File: config.mk
export PLATFORM = sky130hd
export DESIGN_NAME = tlb_random_replacement_top
export DESIGN_NICKNAME = d
export VERILOG_FILES = /design/src/sv/tlb_rr_pkg.sv /design/src/sv/tlb_rr_lfsr.sv /design/src/sv/tlb_rr_array.sv /design/src/sv/tlb_random_replacement_top.sv
export SDC_FILE = /design/constraint.sdc
export NUM_CORES = 1
export LEC_CHECK = 0
export BUFFER_PORTS_ARGS = -buffer_cell sky130_fd_sc_hd__buf_2
export CORE_ASPECT_RATIO = 0.5
export CORE_UTILIZATION = 56
export DETAILED_ROUTE_END_ITERATION = 12
export GPL_ROUTABILITY_DRIVEN = 0
export PLACE_DENSITY = 0.76
export SETUP_SLACK_MARGIN = 0.3
export SLEW_MARGIN = 30
export SYNTH_ARGS = -nofsm -noshare
export SYNTH_HDL_FRONTEND = slang
export SYNTH_SLANG_ARGS = --single-unit
File: constraint.sdc
create_clock -name i_clk -period 6.2 [get_ports i_clk]
set_input_delay 1.24 -clock i_clk [delete_from_list [all_inputs] [get_ports i_clk]]
set_output_delay 1.24 -clock i_clk [all_outputs]
set_load 0.005 [all_outputs]
File: src/sv/tlb_rr_pkg.sv
// shared types, constants and functions of the random-replacement translation buffer
package tlb_rr_pkg;

    // default geometry
    localparam int TLB_ENTRIES_DEF = 16;
    localparam int VPAGE_BITS_DEF  = 18;
    localparam int PPAGE_BITS_DEF  = 16;

    // configuration port
    localparam int CFG_IDX_W  = 2;
    localparam int CFG_DATA_W = 19;
    localparam int LLIM_W     = 19;
    localparam int PLIM_W     = 17;
    localparam int SEED_W     = 16;

    localparam logic [LLIM_W-1:0] LLIM_RESET = LLIM_W'(262144);
    localparam logic [PLIM_W-1:0] PLIM_RESET = PLIM_W'(65536);
    localparam logic [SEED_W-1:0] SEED_RESET = SEED_W'(1);

    // galois lfsr feedback mask
    localparam logic [SEED_W-1:0] LFSR_TAPS = 16'hB400;

    // register indexes
    typedef enum logic [CFG_IDX_W-1:0] {
        CFG_LOGICAL_LIMIT  = 2'd0,
        CFG_PHYSICAL_LIMIT = 2'd1,
        CFG_REPLACE_SEED   = 2'd2
    } t_cfg_index;

    // commands
    typedef enum logic [1:0] {
        CMD_LOOKUP = 2'd0,
        CMD_ADD    = 2'd1,
        CMD_DELETE = 2'd2
    } t_command;

    // result status codes
    typedef enum logic [2:0] {
        ST_OK       = 3'd0,
        ST_MISS     = 3'd1,
        ST_INVALID  = 3'd2,
        ST_DUP      = 3'd3,
        ST_NOTFOUND = 3'd4
    } t_status;

    // entry array update request
    typedef struct packed {
        logic wr_en;
        logic clr_en;
    } t_array_ctl;

    // entry array search flags
    typedef struct packed {
        logic tag_hit;
        logic free_found;
        logic frame_hit;
    } t_array_flags;

    // one step of the replacement lfsr
    function automatic logic [SEED_W-1:0] lfsr_next(input logic [SEED_W-1:0] v);
        logic [SEED_W-1:0] s;
        s = v >> 1;
        if (v[0]) begin
            s = s ^ LFSR_TAPS;
        end
        return s;
    endfunction

    // zero seed would lock the lfsr
    function automatic logic [SEED_W-1:0] seed_fix(input logic [SEED_W-1:0] v);
        return (v == '0) ? SEED_W'(1) : v;
    endfunction

endpackage

File: src/sv/tlb_rr_lfsr.sv
// replacement lfsr and the victim slot it picks
module tlb_rr_lfsr #(
    parameter int TLB_ENTRIES = tlb_rr_pkg::TLB_ENTRIES_DEF,
    localparam int SLOT_W = (TLB_ENTRIES > 1) ? $clog2(TLB_ENTRIES) : 1
) (
    input  logic                          i_clk,
    input  logic                          i_rst_n,
    input  logic                          i_seed_load,
    input  logic [tlb_rr_pkg::SEED_W-1:0] i_seed,
    input  logic                          i_step,
    output logic [SLOT_W-1:0]             o_pick
);

    localparam int NIBBLES = tlb_rr_pkg::SEED_W / 4;
    localparam int SUM_W   = SLOT_W + 2;
    localparam logic [SUM_W-1:0] ONE_N = SUM_W'(TLB_ENTRIES);
    localparam logic [SUM_W-1:0] TWO_N = SUM_W'(2 * TLB_ENTRIES);

    logic [tlb_rr_pkg::SEED_W-1:0] r_lfsr;
    logic [tlb_rr_pkg::SEED_W-1:0] n_lfsr;
    logic [tlb_rr_pkg::SEED_W-1:0] stepped;
    logic [NIBBLES-1:0][SLOT_W-1:0] part;
    logic [SUM_W-1:0] sum;
    logic [SUM_W-1:0] red;

    assign stepped = tlb_rr_pkg::lfsr_next(r_lfsr);

    // residue of each nibble from a constant table
    for (genvar k = 0; k < NIBBLES; k++) begin : g_nib
        logic [15:0][SLOT_W-1:0] cand;
        for (genvar n = 0; n < 16; n++) begin : g_val
            localparam int RES = (n * (16 ** k)) % TLB_ENTRIES;
            assign cand[n] = SLOT_W'(RES);
        end
        assign part[k] = cand[stepped[4*k +: 4]];
    end

    // add residues, then fold below the entry count
    always_comb begin
        sum = '0;
        for (int k = 0; k < NIBBLES; k++) begin
            sum = sum + SUM_W'(part[k]);
        end
        red = (sum >= TWO_N) ? (sum - TWO_N) : sum;
        red = (red >= ONE_N) ? (red - ONE_N) : red;
    end

    assign o_pick = red[SLOT_W-1:0];

    // seed load wins over a step
    always_comb begin
        n_lfsr = r_lfsr;
        if (i_seed_load) begin
            n_lfsr = tlb_rr_pkg::seed_fix(i_seed);
        end else if (i_step) begin
            n_lfsr = stepped;
        end
    end

    always_ff @(posedge i_clk) begin
        if (!i_rst_n) begin
            r_lfsr <= tlb_rr_pkg::seed_fix(tlb_rr_pkg::SEED_RESET);
        end else begin
            r_lfsr <= n_lfsr;
        end
    end

endmodule

File: src/sv/tlb_rr_array.sv
// entry storage with parallel tag and frame compare
module tlb_rr_array #(
    parameter int TLB_ENTRIES = tlb_rr_pkg::TLB_ENTRIES_DEF,
    parameter int VPAGE_BITS  = tlb_rr_pkg::VPAGE_BITS_DEF,
    parameter int PPAGE_BITS  = tlb_rr_pkg::PPAGE_BITS_DEF,
    localparam int SLOT_W = (TLB_ENTRIES > 1) ? $clog2(TLB_ENTRIES) : 1
) (
    input  logic                     i_clk,
    input  logic                     i_rst_n,
    input  logic [VPAGE_BITS-1:0]    i_vp,
    input  logic [PPAGE_BITS-1:0]    i_pp,
    input  tlb_rr_pkg::t_array_ctl   i_ctl,
    input  logic [SLOT_W-1:0]        i_wr_idx,
    output tlb_rr_pkg::t_array_flags o_flags,
    output logic [PPAGE_BITS-1:0]    o_hit_frame,
    output logic [SLOT_W-1:0]        o_free_idx,
    output logic [SLOT_W-1:0]        o_frame_idx
);

    logic [TLB_ENTRIES-1:0]                 r_valid;
    logic [TLB_ENTRIES-1:0][VPAGE_BITS-1:0] r_tag;
    logic [TLB_ENTRIES-1:0][PPAGE_BITS-1:0] r_frame;

    logic [TLB_ENTRIES-1:0] tag_match;
    logic [TLB_ENTRIES-1:0] frame_match;
    logic [TLB_ENTRIES-1:0] tag_first;
    logic [TLB_ENTRIES-1:0] tag_seen;

    // per-entry compares
    always_comb begin
        for (int i = 0; i < TLB_ENTRIES; i++) begin
            tag_match[i]   = r_valid[i] && (r_tag[i] == i_vp);
            frame_match[i] = r_valid[i] && (r_frame[i] == i_pp);
        end
    end

    // lowest matching tag as a one-hot
    always_comb begin
        tag_seen[0]  = tag_match[0];
        tag_first[0] = tag_match[0];
        for (int i = 1; i < TLB_ENTRIES; i++) begin
            tag_first[i] = tag_match[i] && !tag_seen[i-1];
            tag_seen[i]  = tag_match[i] || tag_seen[i-1];
        end
    end

    // frame of the hit entry
    always_comb begin
        o_hit_frame = '0;
        for (int i = 0; i < TLB_ENTRIES; i++) begin
            o_hit_frame = o_hit_frame | (tag_first[i] ? r_frame[i] : '0);
        end
    end

    // lowest free slot and lowest frame match
    always_comb begin
        o_free_idx  = '0;
        o_frame_idx = '0;
        for (int i = TLB_ENTRIES - 1; i >= 0; i--) begin
            if (!r_valid[i]) begin
                o_free_idx = SLOT_W'(i);
            end
            if (frame_match[i]) begin
                o_frame_idx = SLOT_W'(i);
            end
        end
    end

    assign o_flags.tag_hit    = |tag_match;
    assign o_flags.free_found = ~&r_valid;
    assign o_flags.frame_hit  = |frame_match;

    // valid bits
    always_ff @(posedge i_clk) begin
        if (!i_rst_n) begin
            r_valid <= '0;
        end else begin
            if (i_ctl.wr_en) begin
                r_valid[i_wr_idx] <= 1'b1;
            end
            if (i_ctl.clr_en) begin
                r_valid[o_frame_idx] <= 1'b0;
            end
        end
    end

    // tag and frame payload
    always_ff @(posedge i_clk) begin
        if (i_ctl.wr_en) begin
            r_tag[i_wr_idx]   <= i_vp;
            r_frame[i_wr_idx] <= i_pp;
        end
    end

endmodule

File: src/sv/tlb_random_replacement_top.sv
// top level of the fully associative translation buffer with random replacement
//
//  port group       dir  handshake                 contents
//  command          in   i_start, o_busy           i_command, i_virt_page, i_phys_page
//  result           out  o_done (one cycle)        o_status, o_found_page, o_slot,
//                                                  o_hits_total, o_misses_total,
//                                                  o_used_entries
//  configuration    in   i_cfg_we                  i_cfg_index, i_cfg_data
//
// one item is taken every cycle; o_busy stays low
// the item lands in the input register; the parallel compare of all entries and
// the update feed the result register, which drives o_done together with the
// result outputs
// synchronous active-low reset clears valid bits and counters, restores the limits
// and loads the lfsr with its reset seed
// the receiver cannot stall, so a result is lost if it is not taken on o_done
module tlb_random_replacement_top #(
    parameter int TLB_ENTRIES = tlb_rr_pkg::TLB_ENTRIES_DEF,
    parameter int VPAGE_BITS  = tlb_rr_pkg::VPAGE_BITS_DEF,
    parameter int PPAGE_BITS  = tlb_rr_pkg::PPAGE_BITS_DEF,
    localparam int SLOT_W = (TLB_ENTRIES > 1) ? $clog2(TLB_ENTRIES) : 1,
    localparam int USED_W = $clog2(TLB_ENTRIES + 1)
) (
    input  logic                              i_clk,
    input  logic                              i_rst_n,
    input  logic                              i_start,
    output logic                              o_busy,
    input  logic [1:0]                        i_command,
    input  logic [VPAGE_BITS-1:0]             i_virt_page,
    input  logic [PPAGE_BITS-1:0]             i_phys_page,
    input  logic                              i_cfg_we,
    input  logic [tlb_rr_pkg::CFG_IDX_W-1:0]  i_cfg_index,
    input  logic [tlb_rr_pkg::CFG_DATA_W-1:0] i_cfg_data,
    output logic                              o_done,
    output logic [2:0]                        o_status,
    output logic [PPAGE_BITS-1:0]             o_found_page,
    output logic [SLOT_W-1:0]                 o_slot,
    output logic [31:0]                       o_hits_total,
    output logic [31:0]                       o_misses_total,
    output logic [USED_W-1:0]                 o_used_entries
);

    localparam int VCMP_W = (VPAGE_BITS > tlb_rr_pkg::LLIM_W) ? VPAGE_BITS : tlb_rr_pkg::LLIM_W;
    localparam int PCMP_W = (PPAGE_BITS > tlb_rr_pkg::PLIM_W) ? PPAGE_BITS : tlb_rr_pkg::PLIM_W;

    // configuration registers
    logic [tlb_rr_pkg::LLIM_W-1:0] r_llim;
    logic [tlb_rr_pkg::PLIM_W-1:0] r_plim;
    logic                          seed_load;

    // input register
    logic                 r_req_valid;
    tlb_rr_pkg::t_command r_cmd;
    logic [VPAGE_BITS-1:0] r_vp;
    logic [PPAGE_BITS-1:0] r_pp;

    // state counters
    logic [31:0]       r_hits;
    logic [31:0]       r_misses;
    logic [USED_W-1:0] r_used;
    logic [31:0]       n_hits;
    logic [31:0]       n_misses;
    logic [USED_W-1:0] n_used;

    // result register
    logic                  r_done;
    tlb_rr_pkg::t_status   r_status;
    logic [PPAGE_BITS-1:0] r_found;
    logic [SLOT_W-1:0]     r_slot;
    tlb_rr_pkg::t_status   n_status;
    logic [PPAGE_BITS-1:0] n_found;
    logic [SLOT_W-1:0]     n_slot;

    // array and lfsr hookup
    tlb_rr_pkg::t_array_ctl   arr_ctl;
    tlb_rr_pkg::t_array_flags arr_flags;
    logic [PPAGE_BITS-1:0]    hit_frame;
    logic [SLOT_W-1:0]        free_idx;
    logic [SLOT_W-1:0]        frame_idx;
    logic [SLOT_W-1:0]        wr_idx;
    logic [SLOT_W-1:0]        pick;
    logic                     lfsr_step;
    logic                     vp_ok;
    logic                     pp_ok;

    assign o_busy = 1'b0;

    // configuration writes
    assign seed_load = i_cfg_we &&
                       (i_cfg_index == tlb_rr_pkg::CFG_REPLACE_SEED);

    always_ff @(posedge i_clk) begin
        if (!i_rst_n) begin
            r_llim <= tlb_rr_pkg::LLIM_RESET;
            r_plim <= tlb_rr_pkg::PLIM_RESET;
        end else if (i_cfg_we) begin
            if (i_cfg_index == tlb_rr_pkg::CFG_LOGICAL_LIMIT) begin
                r_llim <= i_cfg_data[tlb_rr_pkg::LLIM_W-1:0];
            end
            if (i_cfg_index == tlb_rr_pkg::CFG_PHYSICAL_LIMIT) begin
                r_plim <= i_cfg_data[tlb_rr_pkg::PLIM_W-1:0];
            end
        end
    end

    // input register
    always_ff @(posedge i_clk) begin
        if (!i_rst_n) begin
            r_req_valid <= 1'b0;
        end else begin
            r_req_valid <= i_start;
        end
    end

    always_ff @(posedge i_clk) begin
        if (i_start) begin
            r_cmd <= tlb_rr_pkg::t_command'(i_command);
            r_vp  <= i_virt_page;
            r_pp  <= i_phys_page;
        end
    end

    // page range checks
    assign vp_ok = VCMP_W'(r_vp) < VCMP_W'(r_llim);
    assign pp_ok = PCMP_W'(r_pp) < PCMP_W'(r_plim);

    tlb_rr_array #(
        .TLB_ENTRIES (TLB_ENTRIES),
        .VPAGE_BITS  (VPAGE_BITS),
        .PPAGE_BITS  (PPAGE_BITS)
    ) u_array (
        .i_clk       (i_clk),
        .i_rst_n     (i_rst_n),
        .i_vp        (r_vp),
        .i_pp        (r_pp),
        .i_ctl       (arr_ctl),
        .i_wr_idx    (wr_idx),
        .o_flags     (arr_flags),
        .o_hit_frame (hit_frame),
        .o_free_idx  (free_idx),
        .o_frame_idx (frame_idx)
    );

    tlb_rr_lfsr #(
        .TLB_ENTRIES (TLB_ENTRIES)
    ) u_lfsr (
        .i_clk       (i_clk),
        .i_rst_n     (i_rst_n),
        .i_seed_load (seed_load),
        .i_seed      (i_cfg_data[tlb_rr_pkg::SEED_W-1:0]),
        .i_step      (lfsr_step),
        .o_pick      (pick)
    );

    assign wr_idx = arr_flags.free_found ? free_idx : pick;

    // command decode and state update
    always_comb begin
        n_status       = tlb_rr_pkg::ST_OK;
        n_found        = '0;
        n_slot         = '0;
        n_hits         = r_hits;
        n_misses       = r_misses;
        n_used         = r_used;
        arr_ctl.wr_en  = 1'b0;
        arr_ctl.clr_en = 1'b0;
        lfsr_step      = 1'b0;
        if (r_req_valid) begin
            case (r_cmd)
                tlb_rr_pkg::CMD_LOOKUP: begin
                    if (!vp_ok) begin
                        n_status = tlb_rr_pkg::ST_INVALID;
                    end else if (arr_flags.tag_hit) begin
                        n_found = hit_frame;
                        n_hits  = r_hits + 32'd1;
                    end else begin
                        n_status = tlb_rr_pkg::ST_MISS;
                        n_misses = r_misses + 32'd1;
                    end
                end
                tlb_rr_pkg::CMD_ADD: begin
                    if (!vp_ok || !pp_ok) begin
                        n_status = tlb_rr_pkg::ST_INVALID;
                    end else if (arr_flags.tag_hit) begin
                        n_status = tlb_rr_pkg::ST_DUP;
                    end else begin
                        arr_ctl.wr_en = 1'b1;
                        n_slot        = wr_idx;
                        if (arr_flags.free_found) begin
                            n_used = r_used + USED_W'(1);
                        end else begin
                            lfsr_step = 1'b1;
                        end
                    end
                end
                tlb_rr_pkg::CMD_DELETE: begin
                    if (!pp_ok) begin
                        n_status = tlb_rr_pkg::ST_INVALID;
                    end else if (arr_flags.frame_hit) begin
                        arr_ctl.clr_en = 1'b1;
                        n_slot         = frame_idx;
                        n_used         = r_used - USED_W'(1);
                    end else begin
                        n_status = tlb_rr_pkg::ST_NOTFOUND;
                    end
                end
                default: begin
                    n_status = tlb_rr_pkg::ST_OK;
                end
            endcase
        end
    end

    // counters and result register
    always_ff @(posedge i_clk) begin
        if (!i_rst_n) begin
            r_hits   <= '0;
            r_misses <= '0;
            r_used   <= '0;
            r_done   <= 1'b0;
        end else begin
            r_hits   <= n_hits;
            r_misses <= n_misses;
            r_used   <= n_used;
            r_done   <= r_req_valid;
        end
    end

    always_ff @(posedge i_clk) begin
        if (r_req_valid) begin
            r_status <= n_status;
            r_found  <= n_found;
            r_slot   <= n_slot;
        end
    end

    assign o_done         = r_done;
    assign o_status       = r_status;
    assign o_found_page   = r_found;
    assign o_slot         = r_slot;
    assign o_hits_total   = r_hits;
    assign o_misses_total = r_misses;
    assign o_used_entries = r_used;

endmodule
Word level (Yosys, flattened, before mapping):

Memory sizes are Yosys's and may differ from the RTL's.
Cells that the tools add are included.

* register bits: 742
* memory bits (read-only): 256
* input port bits: 61
* output and inout port bits: 94
* logic and storage cells: 331
* memories: 4

Memories
* (name not given): depth 16, bits a word 4, read ports 1, clocked after memory_dff 0, wr ports 0, line tlb_rr_lfsr.sv:35 `assign part[k] = cand[stepped[4*k +: 4]];`
* (name not given): depth 16, bits a word 4, read ports 1, clocked after memory_dff 0, wr ports 0, line tlb_rr_lfsr.sv:35
* (name not given): depth 16, bits a word 4, read ports 1, clocked after memory_dff 0, wr ports 0, line tlb_rr_lfsr.sv:35
* (name not given): depth 16, bits a word 4, read ports 1, clocked after memory_dff 0, wr ports 0, line tlb_rr_lfsr.sv:35

* $add $sub $neg: 9
* magnitude comparators: 12
* equality and inequality tests: 41
* multiplexer cells: 102
* bitwise logic cells: 20
* reductions and logical operators: 96

Operators with widths (number)
* $mux 16: 24
* $bwmux 288: 1
* $eq 18x18->1: 16
* $bwmux 256: 1
* $eq 16x16->1: 16
* $or 16x16->16: 16
* $mux 4: 42
* $demux 18 s4: 1
* $add 32x1->32 const B: 2
* $demux 16 s4: 1
* $logic_and 1x1->1: 50
* $reduce_or 16->1: 2
* $lt 4x5->1 const B: 6
* $mux 5: 5
* $lt 18x19->1: 1
* $mux 18: 1
* $logic_not 1->1: 17
* $lt 16x17->1: 1
* $and 16x16->16: 1
* $logic_not 16->1: 1
* $not 16->16: 1
* $reduce_and 16->1: 1
* $logic_or 1x1->1: 15
* $mux 1: 14
* 27 further kinds: 44

Depth between registers and ports, before layout:

* word-level depth: 26
* mapped depth: 13
* depth with buffers taken out: 11

Cells and area by module:

From an unflattened synthesis, not the netlist that was laid out.

* cells, all modules: 2854
* area, all modules: 35157.5 µm²

Modules (own cells, without submodules)
* tlb_rr_array: instances 1, cells an instance 1952, area each 26635.5 µm², sequential area each 16656.0 µm²
* tlb_random_replacement_top: instances 1, cells an instance 805, area each 7639.8 µm², sequential area each 3913.8 µm²
* tlb_rr_lfsr: instances 1, cells an instance 97, area each 882.1 µm², sequential area each 320.3 µm²

Worst setup path before layout:

OpenSTA, ideal clock, no wires.

* kind: register to register
* from: reg r_vp[6]
* to: reg u_array.r_frame[100] (netlist name), enable pin
* library setup time: 0.514 ns
* arrival: 5.618 ns
* data required time: 5.686 ns
* path slack: 0.068 ns
* cell stages (with the launch flop): 11
* buffers on the path: 3
* period minus slack after synthesis: 6.132 ns
* cell sequence: edfxtp_1 -> buf_4 -> buf_6 -> xnor2_1 -> nand4_1 -> nor4_1 -> nand2_1 -> nand4_4 -> nor4_2 -> clkbuf_1 -> nor4bb_1

* longest elaborated chain between the ends: 7
* elaborated cells between the ends (all ways): 40
* classes of those cells: 1 x order compare; 16 x eq/ne; 4 x mux; 19 x reduce/logical

Ends and longest elaborated chain
* start, declared: line tlb_random_replacement_top.sv:54 `logic [VPAGE_BITS-1:0] r_vp;`
* start signal, assigned: line tlb_random_replacement_top.sv:118 `r_vp <= i_virt_page;`
* parallel branches: the longest is 4 deep, another holds $lt 18x19->1
* $mux 1 *: line tlb_random_replacement_top.sv:182 `if (!vp_ok || !pp_ok) begin`
* $mux 1 *: line tlb_random_replacement_top.sv:169 `case (r_cmd)`
* $mux 2 *: line tlb_random_replacement_top.sv:168 `if (r_req_valid) begin`
* end signal, assigned by index: line tlb_rr_array.sv:91 `r_frame[i_wr_idx] <= i_pp;`
* end, declared: line tlb_rr_array.sv:22 `logic [TLB_ENTRIES-1:0][PPAGE_BITS-1:0] r_frame;`

Mark *: on every way between the ends.
A chain may end at the register's enable or synchronous reset.

Final worst setup path:

* from: reg r_vp[17]
* to: reg u_array.r_frame[86] (netlist name), enable pin

Same word-level chain as after synthesis.

==> out/qor.txt <==
EDFF count, synth: 603
outcome: finished clean
relative slew slack: 30.3%
Die Y: 181 um
crit start category: flip-flop
CTS tree: built
WHS: 0.458 ns
gr usage total: 30.7%
Hold Crit Start: r_plim[4]
initial core utilization: 56.8%
commonest non-fill, non-tap cell in the layout: edfxtp_1
Min-Delay Endpoint: r_plim[4]
first-pass GRT wire length: 151 mm
DR vias/cell: 6.48
nets@finish: 3182
leakage power: 0.0129 uW
row cnt: 65
crit-path cells: ha_1, a21oi_1, nor2_1, a21oi_1, o21ai_1, buf_4, nor4b_1, nand2_1, nor2_4, buf_4
Mapped Cells: 2924
critical path's slowest cell: edfxtp_1
length of the first detailed-routing pass in iterations: 8
Die ar.: 65100 sq um
post-route ant nets: 0
final worst setup slack: 1.51 ns
core area: 63100 sq um
CTS Hold Bufs: 0
DRT Wirelength: 101 mm
drt wl/cell: 25.5 um
Reg2Reg Depth: 10
via count: 25738
register area share after synthesis: 58.3%
worst vdd ir: 0.165 mV
Sum Neg Setup Slack: 0 ns
CTS Root Cell: clkbuf_16
cts bufs inserted: 68
GR Overflow Total: 0
Mapped Nets: 3027
WS Path Type: flip-flop to flip-flop
initial antenna violation count: 6
clk sink count: 742
Max Slew Vio Count: 0
Hold/Removal Path Class: flip-flop to flip-flop
ys async rst share: 0%
fillers: 4625
Reg clk slew, reported paths: 0.07 ns
Yosys reg bits: 742
CP bufs+invs: 2
Max Cap Viol: 0
worst-margin pin slew: 1.05 ns
number of global-route vias before repair: 24278
Iteration-0 DRC Markers: 3451
H-tree lvl count: 3
layout cells sized above 1: 13.2%
# DRC: 0
Layout area overhead: 11.3%
crit-path leading delay family: simple AND/OR/NAND/NOR gates
most frequent cells in the layout: edfxtp_1, xnor2_1, nand2_1, nand4_1, buf_2
Hold Crit Depth: 2
prevailing post-synth register cell: edfxtp_1
critical path fanouts, max: 21
Setup crit end kind: flip-flop
CP required: 6.51 ns
Avg Cell Area, Syn: 12.3 sq um
pre-CTS setup slack: 1.51 ns
Die X: 360 um
clk buf depth: 3
Setup Buffers After CTS: 0
critical path arrival: 5.00 ns
Synth cell types: 83
I/O pin cnt: 155
max incr delay on CP: 1.03 ns
clock latency at the later pin of the worst-skew pair: 0.63 ns
Setup Skew: 0.0249 ns
Reg-to-Reg End: u_array.r_frame[86]
pwr dens: 266 nW/um^2
post_cts resized: 0
synthesis warning total: 0
Mapped Area: 35800 sq um
Final setup viols: 0
Fmax: 213 MHz
IO Port Bufs: 153
r2r setup slk: 1.51 ns
pin count of the biggest net entering global routing: 63
final hold vios: 0
RR Startpoint: r_vp[17]
DP HPWL: 70.0 mm
final period utilization: 75.6%
RSZ-0062 raised after global routing: no
final critical-path required period: 4.69 ns
[cells in the mapped netlist, drive strengths merged (17+ instances only)]
cell / n / area share [%]
nand3: 64 / 0.89
and2: 19 / 0.33
a21o: 17 / 0.36
o2bb2ai: 17 / 0.47
dfxtp: 139 / 7.8
mux2i: 23 / 0.64
nor2: 126 / 1.3
ha: 41 / 1.4
or4: 26 / 0.56
xnor2: 450 / 11
a22oi: 23 / 0.48
nor4b: 18 / 0.44
edfxtp: 603 / 51
o21a: 17 / 0.36
clkbuf: 65 / 0.68
nand2: 244 / 2.6
nor4: 88 / 1.6
nand2b: 22 / 0.38
o21ai: 36 / 0.50
a21oi: 72 / 1.0
nor3: 38 / 0.53
inv: 91 / 0.95
nand4: 183 / 3.3
buf: 81 / 1.8
xor2: 136 / 3.3
[power by group]
group,total [uW],switching [uW],internal (uW)
clock network,4230,1890,2330
logic,858,566,292
registers,5530,68.2,5460
total,10600,2530,8080
[metal layers]
metal  track usage [%]  vias to the layer above  routed length, um
li1                  -                    11234                  -
met1              43.1                    12570              40900
met2              45.7                     1645              44200
met3              8.12                      285              12400
met4              11.5                        4               3920
met5                 0                        -                 23
[state kept, by name (all words and copies together), names as in the netlist, 17 cells and up]
register,cells
u_array.r_tag,288
r_llim,19
o_misses_total,32
r_plim,17
r_vp,18
u_array.r_frame,256
o_hits_total,32
[cells by family (layout without fill, tap and decap cells)]
group	count (synthesis)	after routing	synth area share (%)
and+or+nand+nor	930	930	14.2
DFF	742	742	58.3
xor gates and xnor gates	586	586	14.3
AOI/OAI and AO/OA	362	362	7.61
buffers and inverters	238	446	3.47
adders and majority gates	42	42	1.49
muxes	23	23	0.642
other	1	4	0.0105
[final cells by class]
class | instances | area, sq um | share of cell area, %
Timing Repair Buffer | 231 | 1480 | 3.71
Clock inverter | 37 | 343 | 0.859
Sequential cell | 742 | 20900 | 52.4
Antenna cell | 3 | 7.51 | 0.0188
Inverter | 92 | 345 | 0.866
Tap cell | 837 | 1050 | 2.62
Multi-Input combinational cell | 1944 | 13900 | 34.9
Clock buffer | 86 | 1840 | 4.61
[through the flow]
| stage | utilization, % | instances | area [sq um] | power [uW] |
|---|---|---|---|---|
| after floorplan | - | 2924 | 35900 | 6200 |
| after global placement | 59.4 | 3841 | 37500 | 6450 |
| after detailed placement | 59.5 | 3842 | 37600 | 6480 |
| after CTS | 63.0 | 3965 | 39800 | 10600 |
| after global routing | 63.2 | 3970 | 39900 | 10900 |
| final | 63.2 | 3972 | 39900 | 10600 |
[how the worst max path moves through the flow]
stage                         from              endpoint  cells past startpoint
final                     r_vp[17]   u_array.r_frame[86]                     10
after global routing      r_vp[17]   u_array.r_frame[80]                     10
after CTS                 r_vp[17]   u_array.r_frame[54]                      9
after detailed placement  r_vp[17]   u_array.r_frame[54]                      9
after global placement    r_vp[17]    u_array.r_tag[215]                      9
after floorplan            r_vp[6]  u_array.r_frame[192]                      9
[tightest hold or removal path: cells and delay by family (launching register included)]
family | cells | cell delay, ns
AO/OA/AOI/OAI | 1 | 0.05
flip-flops | 1 | 0.31
AND/OR/NAND/NOR | 1 | 0.05
No activity file was read; power rests on OpenSTA's default activity.
